[src/hw/rtl/thwl_pkg.sv]
// Shared constants, types and controller codes for the tagged history loudness core.
package thwl_pkg;

  // Ring geometry
  localparam int HISTORY_DEPTH = 4096;
  localparam int SLOT_W        = $clog2(HISTORY_DEPTH);

  // Field widths
  localparam int FRAME_W  = 48;
  localparam int ENERGY_W = 32;
  localparam int GATE_W   = 17;
  localparam int VALUE_W  = 19;
  localparam int WIN_W    = 13;
  localparam int MAG_W    = ENERGY_W - 1;
  localparam int SUM_W    = WIN_W + MAG_W;
  localparam int DIVN_W   = SUM_W + 1;
  localparam int ITER_W   = 6;

  // Iteration counts of the shared arithmetic
  localparam int DIV_STEPS  = DIVN_W;
  localparam int LOG_FRAC   = 16;
  localparam int SQRT_STEPS = 18;
  localparam int SQRT_X_W   = 2 * SQRT_STEPS;
  localparam int SQRT_REM_W = SQRT_STEPS + 3;

  // Configuration port
  localparam int APB_ADDR_W = 4;
  localparam int APB_DATA_W = 32;

  // Arithmetic constants
  localparam logic signed [18:0] DB_PER_OCTAVE = 19'sd197283;
  localparam logic signed [41:0] OFFSET_Q32    = -42'sd2967822402;
  localparam logic signed [41:0] LOG_ROUND     = 42'sd8388608;
  localparam logic [4:0]         LOG_TOP_EXP   = 5'd30;
  localparam logic signed [5:0]  LOG_Q_SHIFT   = 6'sd28;
  localparam logic signed [VALUE_W-1:0] SILENT_LU = -19'sd51200;
  localparam logic signed [GATE_W-1:0]  GATE_MISS = -17'sd51200;

  // Codes
  localparam logic KIND_PUSH      = 1'b0;
  localparam logic KIND_LOOKUP    = 1'b1;
  localparam logic MODE_LOUDNESS  = 1'b0;
  localparam logic MODE_RMS       = 1'b1;
  localparam logic SEL_MOMENTARY  = 1'b0;
  localparam logic SEL_SHORT_TERM = 1'b1;

  typedef enum logic [1:0] {
    REG_OUTPUT_MODE = 2'd0,
    REG_MOMENTARY   = 2'd1,
    REG_SHORT_TERM  = 2'd2
  } reg_index_t;

  localparam logic             RESET_MODE      = MODE_LOUDNESS;
  localparam logic [WIN_W-1:0] RESET_MOMENTARY = 13'd24;
  localparam logic [WIN_W-1:0] RESET_SHORT     = 13'd180;

  typedef enum logic [4:0] {
    ST_CLEAR,
    ST_IDLE,
    ST_LK_RD,
    ST_LK_CMP,
    ST_PUSH_WR,
    ST_WALK_INIT,
    ST_WALK,
    ST_WALK_FLUSH,
    ST_DIV_LOAD,
    ST_DIV,
    ST_CONV_INIT,
    ST_NORM,
    ST_LOG_MUL,
    ST_LOG_UPD,
    ST_LOG_SCALE,
    ST_LOG_RND,
    ST_SQRT,
    ST_SQRT_RND,
    ST_SILENT,
    ST_STORE,
    ST_RES_WR,
    ST_FINISH
  } state_t;

  // Commands from the controller to the datapath
  typedef struct packed {
    logic load;
    logic clr;
    logic wr_push;
    logic sel;
    logic walk_init;
    logic walk;
    logic div_load;
    logic div_step;
    logic conv_init;
    logic norm_step;
    logic log_mul;
    logic log_upd;
    logic log_scale;
    logic log_rnd;
    logic sqrt_step;
    logic sqrt_rnd;
    logic silent;
    logic store;
    logic res_wr;
    logic lk_cmp;
    logic out_load;
  } cmd_t;

  // Status from the datapath to the controller
  typedef struct packed {
    logic kind;
    logic mode;
    logic clr_last;
    logic walk_last;
    logic div_last;
    logic mean_zero;
    logic norm_done;
    logic log_last;
    logic sqrt_last;
  } status_t;

endpackage

[src/hw/rtl/thwl_ctrl.sv]
// Controller: sequences clearing, lookups, or window walks, division and conversion.
module thwl_ctrl (
  input  logic              clk,
  input  logic              rst,
  input  logic              in_valid,
  output logic              in_ready,
  output logic              out_valid,
  input  logic              out_ready,
  input  thwl_pkg::status_t stat,
  output thwl_pkg::cmd_t    cmd
);
  import thwl_pkg::*;

  state_t state;
  state_t state_next;
  logic   sel;
  logic   sel_next;
  logic   out_valid_next;

  // State, window select and output valid registers
  always_ff @(posedge clk) begin
    if (rst) begin
      state     <= ST_CLEAR;
      sel       <= SEL_MOMENTARY;
      out_valid <= 1'b0;
    end else begin
      state     <= state_next;
      sel       <= sel_next;
      out_valid <= out_valid_next;
    end
  end

  // Next state and commands
  always_comb begin
    state_next = state;
    sel_next   = sel;
    cmd        = '0;
    cmd.sel    = sel;
    in_ready   = (state == ST_IDLE);
    case (state)
      ST_CLEAR: begin
        cmd.clr = 1'b1;
        if (stat.clr_last) begin
          state_next = ST_IDLE;
        end
      end
      ST_IDLE: begin
        if (in_valid) begin
          cmd.load   = 1'b1;
          sel_next   = SEL_MOMENTARY;
          state_next = ST_LK_RD;
        end
      end
      ST_LK_RD: begin
        state_next = (stat.kind == KIND_LOOKUP) ? ST_LK_CMP : ST_PUSH_WR;
      end
      ST_LK_CMP: begin
        cmd.lk_cmp = 1'b1;
        state_next = ST_FINISH;
      end
      ST_PUSH_WR: begin
        cmd.wr_push = 1'b1;
        state_next  = ST_WALK_INIT;
      end
      ST_WALK_INIT: begin
        cmd.walk_init = 1'b1;
        state_next    = ST_WALK;
      end
      ST_WALK: begin
        cmd.walk = 1'b1;
        if (stat.walk_last) begin
          state_next = ST_WALK_FLUSH;
        end
      end
      ST_WALK_FLUSH: begin
        state_next = ST_DIV_LOAD;
      end
      ST_DIV_LOAD: begin
        cmd.div_load = 1'b1;
        state_next   = ST_DIV;
      end
      ST_DIV: begin
        cmd.div_step = 1'b1;
        if (stat.div_last) begin
          state_next = ST_CONV_INIT;
        end
      end
      ST_CONV_INIT: begin
        cmd.conv_init = 1'b1;
        if (stat.mode == MODE_RMS) begin
          state_next = ST_SQRT;
        end else if (stat.mean_zero) begin
          state_next = ST_SILENT;
        end else begin
          state_next = ST_NORM;
        end
      end
      ST_NORM: begin
        if (stat.norm_done) begin
          state_next = ST_LOG_MUL;
        end else begin
          cmd.norm_step = 1'b1;
        end
      end
      ST_LOG_MUL: begin
        cmd.log_mul = 1'b1;
        state_next  = ST_LOG_UPD;
      end
      ST_LOG_UPD: begin
        cmd.log_upd = 1'b1;
        state_next  = stat.log_last ? ST_LOG_SCALE : ST_LOG_MUL;
      end
      ST_LOG_SCALE: begin
        cmd.log_scale = 1'b1;
        state_next    = ST_LOG_RND;
      end
      ST_LOG_RND: begin
        cmd.log_rnd = 1'b1;
        state_next  = ST_STORE;
      end
      ST_SQRT: begin
        cmd.sqrt_step = 1'b1;
        if (stat.sqrt_last) begin
          state_next = ST_SQRT_RND;
        end
      end
      ST_SQRT_RND: begin
        cmd.sqrt_rnd = 1'b1;
        state_next   = ST_STORE;
      end
      ST_SILENT: begin
        cmd.silent = 1'b1;
        state_next = ST_STORE;
      end
      ST_STORE: begin
        cmd.store = 1'b1;
        if (sel == SEL_MOMENTARY) begin
          sel_next   = SEL_SHORT_TERM;
          state_next = ST_WALK_INIT;
        end else begin
          state_next = ST_RES_WR;
        end
      end
      ST_RES_WR: begin
        cmd.res_wr = 1'b1;
        state_next = ST_FINISH;
      end
      ST_FINISH: begin
        if (!out_valid || out_ready) begin
          cmd.out_load = 1'b1;
          state_next   = ST_IDLE;
        end
      end
      default: begin
        state_next = ST_IDLE;
      end
    endcase
  end

  // The output register holds its item until taken
  always_comb begin
    if (cmd.out_load) begin
      out_valid_next = 1'b1;
    end else if (out_ready) begin
      out_valid_next = 1'b0;
    end else begin
      out_valid_next = out_valid;
    end
  end

endmodule

[config.mk]
export PLATFORM = sky130hd
export DESIGN_NAME = thwl_ctrl
export DESIGN_NICKNAME = d
export VERILOG_FILES = /design/src/hw/rtl/thwl_pkg.sv /design/src/hw/rtl/thwl_ctrl.sv
export SDC_FILE = /design/constraint.sdc
export NUM_CORES = 1
export LEC_CHECK = 0
export BUFFER_PORTS_ARGS = -buffer_cell sky130_fd_sc_hd__buf_4
export CORE_MARGIN = 4
export CORE_UTILIZATION = 32
export DETAILED_ROUTE_END_ITERATION = 7
export PLACE_DENSITY_LB_ADDON = 0.2
export SLEW_MARGIN = 20
export SYNTH_ARGS = -nofsm -noshare
export SYNTH_HDL_FRONTEND = slang
export SYNTH_SLANG_ARGS = --single-unit
[constraint.sdc]
create_clock -name clk -period 2.23 [get_ports clk]
set_clock_uncertainty 0.1 [all_clocks]
set_input_delay 0.223 -clock clk [delete_from_list [all_inputs] [get_ports clk]]
set_output_delay 0.223 -clock clk [all_outputs]
set_load 0.05 [all_outputs]
==> flow_summary.yaml <==
layout:
  design_area_mm2: 0.00113
  fillers: 245
  area_delta_synth_final_pct: 42.7
  final_net_count: 159
  stdcell_count: 173
  multiInputGateArea_um2: 586
  num_antenna_cells: 0
  drive_gt1_share_pct: 40.0
  seqCellArea_um2: 143
sta:
  rsz0062_at_grt: "no"
  drv_slew: 0
  hold_violations: 0
  max_freq_mhz: 478
  worst_pin_slew_ps: 411
  period_share_pct: 93.8
  relSlewSlack_pct: 72.4
  finalSetupViolCount: 0
  fin_hold_ws_ps: 75.3
  post-route-min-period_ps: 2090
  tns_ps: 0
synthesis:
  yosys.cell_types.count: 38
  syn_area_per_cell_um2: 7.08
  syn_nets: 125
  syn_area_um2: 793
  ys.flop_type: "dfxtp_1"
  yosysSeqAreaShare_pct: 17.7
  yosys.area.top_type_share_pct: 17.7
  synthTopCellsByArea: "dfxtp_1 18%, nor2_1 7.6%, nor3_1 6.3%, nand2b_1 5.5%, a21oi_1 5.0%"
  synth_warnings: 0
  async_flop_share_pct: 0
  yosys.area.top_type: "dfxtp_1"
  synth_edf_count: 0
  synth_seq_cells: 7
  syn_inst: 112
run:
  maxCapViolations: 0
floorplanning:
  die_area_mm2: 0.00334
  die_h_um: 57.8
  die_w_um: 57.8
  ioPinCount: 36
  start_util_pct: 34.9
  fp-row-count: 17
  coreArea_mm2: 0.00228
setup_path:
  crit_path_end_kind: "output port"
  required_ps: 1910
  setup.worst_path.class: "reg -> out"
  cp_slowest_cell: "or3b_4"
  arrival_ps: 1770
  start_kind: "flip-flop"
  cp_num_buf_inv: 1
  slowest_delay_ps: 460
  path_cells: "or3b_4 -> or3_1 -> nor2b_1 -> buf_4"
  cp_max_fo: 10
  cp_top_family: "simple AND/OR/NAND/NOR gates"
hold_path:
  hp-class: "in -> reg"
routing:
  wirelength_um: 2500
  drcViolationCount: 0
  firstDrtPassIters: 4
  avgRoutedWirePerCell_um: 14.5
  drt_iter0_markers: 25
  vias: 955
  viasPerCell: 5.52
  ant_nets: 0
power_and_ir_drop:
  ir_worst_vdd_mv: 0.663
  leakagePower_nw: 0.459
  power_mw: 1.37
  power.density_mw_per_mm2: 1210
global_routing:
  grt_pass1_vias: 931
  grt_pass1_wl_um: 4080
  grt_max_degree: 18
  grt-ovfl-total: 0
  antenna_found_initial: 0
  track_usage_pct: 15.5
clocking:
  cts_hold_buf: 0
  clkTransAtPathRegs_ps: 50
  cts_tree: "yes"
  cts_setup_buffers: 0
  cts_buffer_depth: 2
  cts_made_buffers: 3
  cts_sinks: 7
  clk_latency_ps: 260
  h-tree-depth: 1
  cts_root_buf: "clkbuf_4"
place:
  placed_area_mm2: 0.00110
  gp_congestion: 0.844
  hpwl_um: 1970
  io_buffers: 35
  dp.cells: 169
status:
  status: "finished clean"
-- kinds of logic (layout without fill, tap and decap cells) --
| kind of cell | Yosys count | after routing | share of synthesized area (%) |
|---|---|---|---|
| AND/OR/NAND/NOR | 61 | 61 | 43.9 |
| multiplexers | 1 | 1 | 1.26 |
| AO/OA/AOI/OAI | 25 | 25 | 24.4 |
| buffers and inverters | 17 | 50 | 11.7 |
| XOR/XNOR | 1 | 1 | 1.10 |
| flip-flops | 7 | 7 | 17.7 |
-- worst paths after layout --
path | start | to | slack [ps] | cells after the start
max | state[3]$_SDFFE_PP0P_ | cmd[0] | 140 | 4
min | rst | state[0]$_SDFFE_PP0P_ | 80 | 2
max reg2reg | state[1]$_SDFFE_PP0P_ | state[0]$_SDFFE_PP0P_ | 320 | 5
min reg2reg | out_valid$_SDFFE_PP0P_ | out_valid$_SDFFE_PP0P_ | 400 | 2
-- power breakdown --
group          internal, mW  total [mW]  leakage [nW]  switching [mW]
Clock                0.0687       0.122        0.0150          0.0531
Sequential            0.158       0.215        0.0577          0.0573
Combinational         0.416        1.03         0.386           0.618
Total                 0.642        1.37         0.459           0.729
-- flip-flops by register name (all words and copies together), names as in the netlist --
signal,count
out_valid,1
sel,1
state,5
-- metrics by stage --
stage                     utilization, %  setup WS (ps)
after global routing                49.8           42.2
after floorplan                        -          -64.9
after global placement              48.4            264
final                               49.8            139
after detailed placement            48.4            238
after CTS                           49.7           75.9
-- layout make-up --
| type | instances | share of cell area [%] |
|---|---|---|
| Clock buffer | 4 | 2.32 |
| Inverter | 4 | 1.33 |
| Tap cell | 28 | 3.09 |
| Multi-Input combinational cell | 88 | 51.7 |
| Timing Repair Buffer | 42 | 29.0 |
| Sequential cell | 7 | 12.6 |
-- synthesized netlist by cell type (all sizes together) (3+ instances only) --
| cell | instances |
|---|---|
| buf | 8 |
| or3 | 6 |
| inv | 4 |
| clkbuf | 5 |
| nand3 | 4 |
| dfxtp | 7 |
| nand2b | 7 |
| o21ai | 3 |
| a21oi | 8 |
| nor3 | 10 |
| nand2 | 7 |
| nor2 | 16 |
-- timing repair --
| action | 4_1_cts | 5_1_grt |
|---|---|---|
| resized for setup | 2 | 1 |
| setup endpoints to repair | 1 | 1 |
| gates cloned | 0 | 0 |
-- cells in the final DEF, fill, tap and decap left out, types with 2 or more instances in the layout --
| cell | netlist | final |
|---|---|---|
| or3_1 | 5 | 5 |
| nor2_1 | 16 | 16 |
| nor2b_1 | 2 | 2 |
| buf_4 | 3 | 41 |
| a21oi_1 | 8 | 8 |
| dfxtp_1 | 7 | 5 |
| nand2_1 | 7 | 7 |
| o21ai_0 | 3 | 3 |
| o32a_1 | 2 | 2 |
| nor3_1 | 10 | 7 |
| dfxtp_2 | 0 | 2 |
| nand3_1 | 4 | 4 |
| a31oi_1 | 2 | 2 |
| nand2b_1 | 7 | 7 |
| clkbuf_4 | 0 | 3 |
| inv_1 | 4 | 4 |
| a311oi_1 | 2 | 2 |
| nor3_2 | 0 | 2 |
-- routing by layer --
metal	track usage, %	routed length (um)	vias up	part of all wire, %
li1	-	-	474	-
met1	19.7	1070	434	43
met2	23.5	1160	40	46
met3	4.68	213	7	8.5
met4	7.62	53	0	2.1
met5	0	0	-	0
Note: power is estimated with default switching activity, not from simulation.
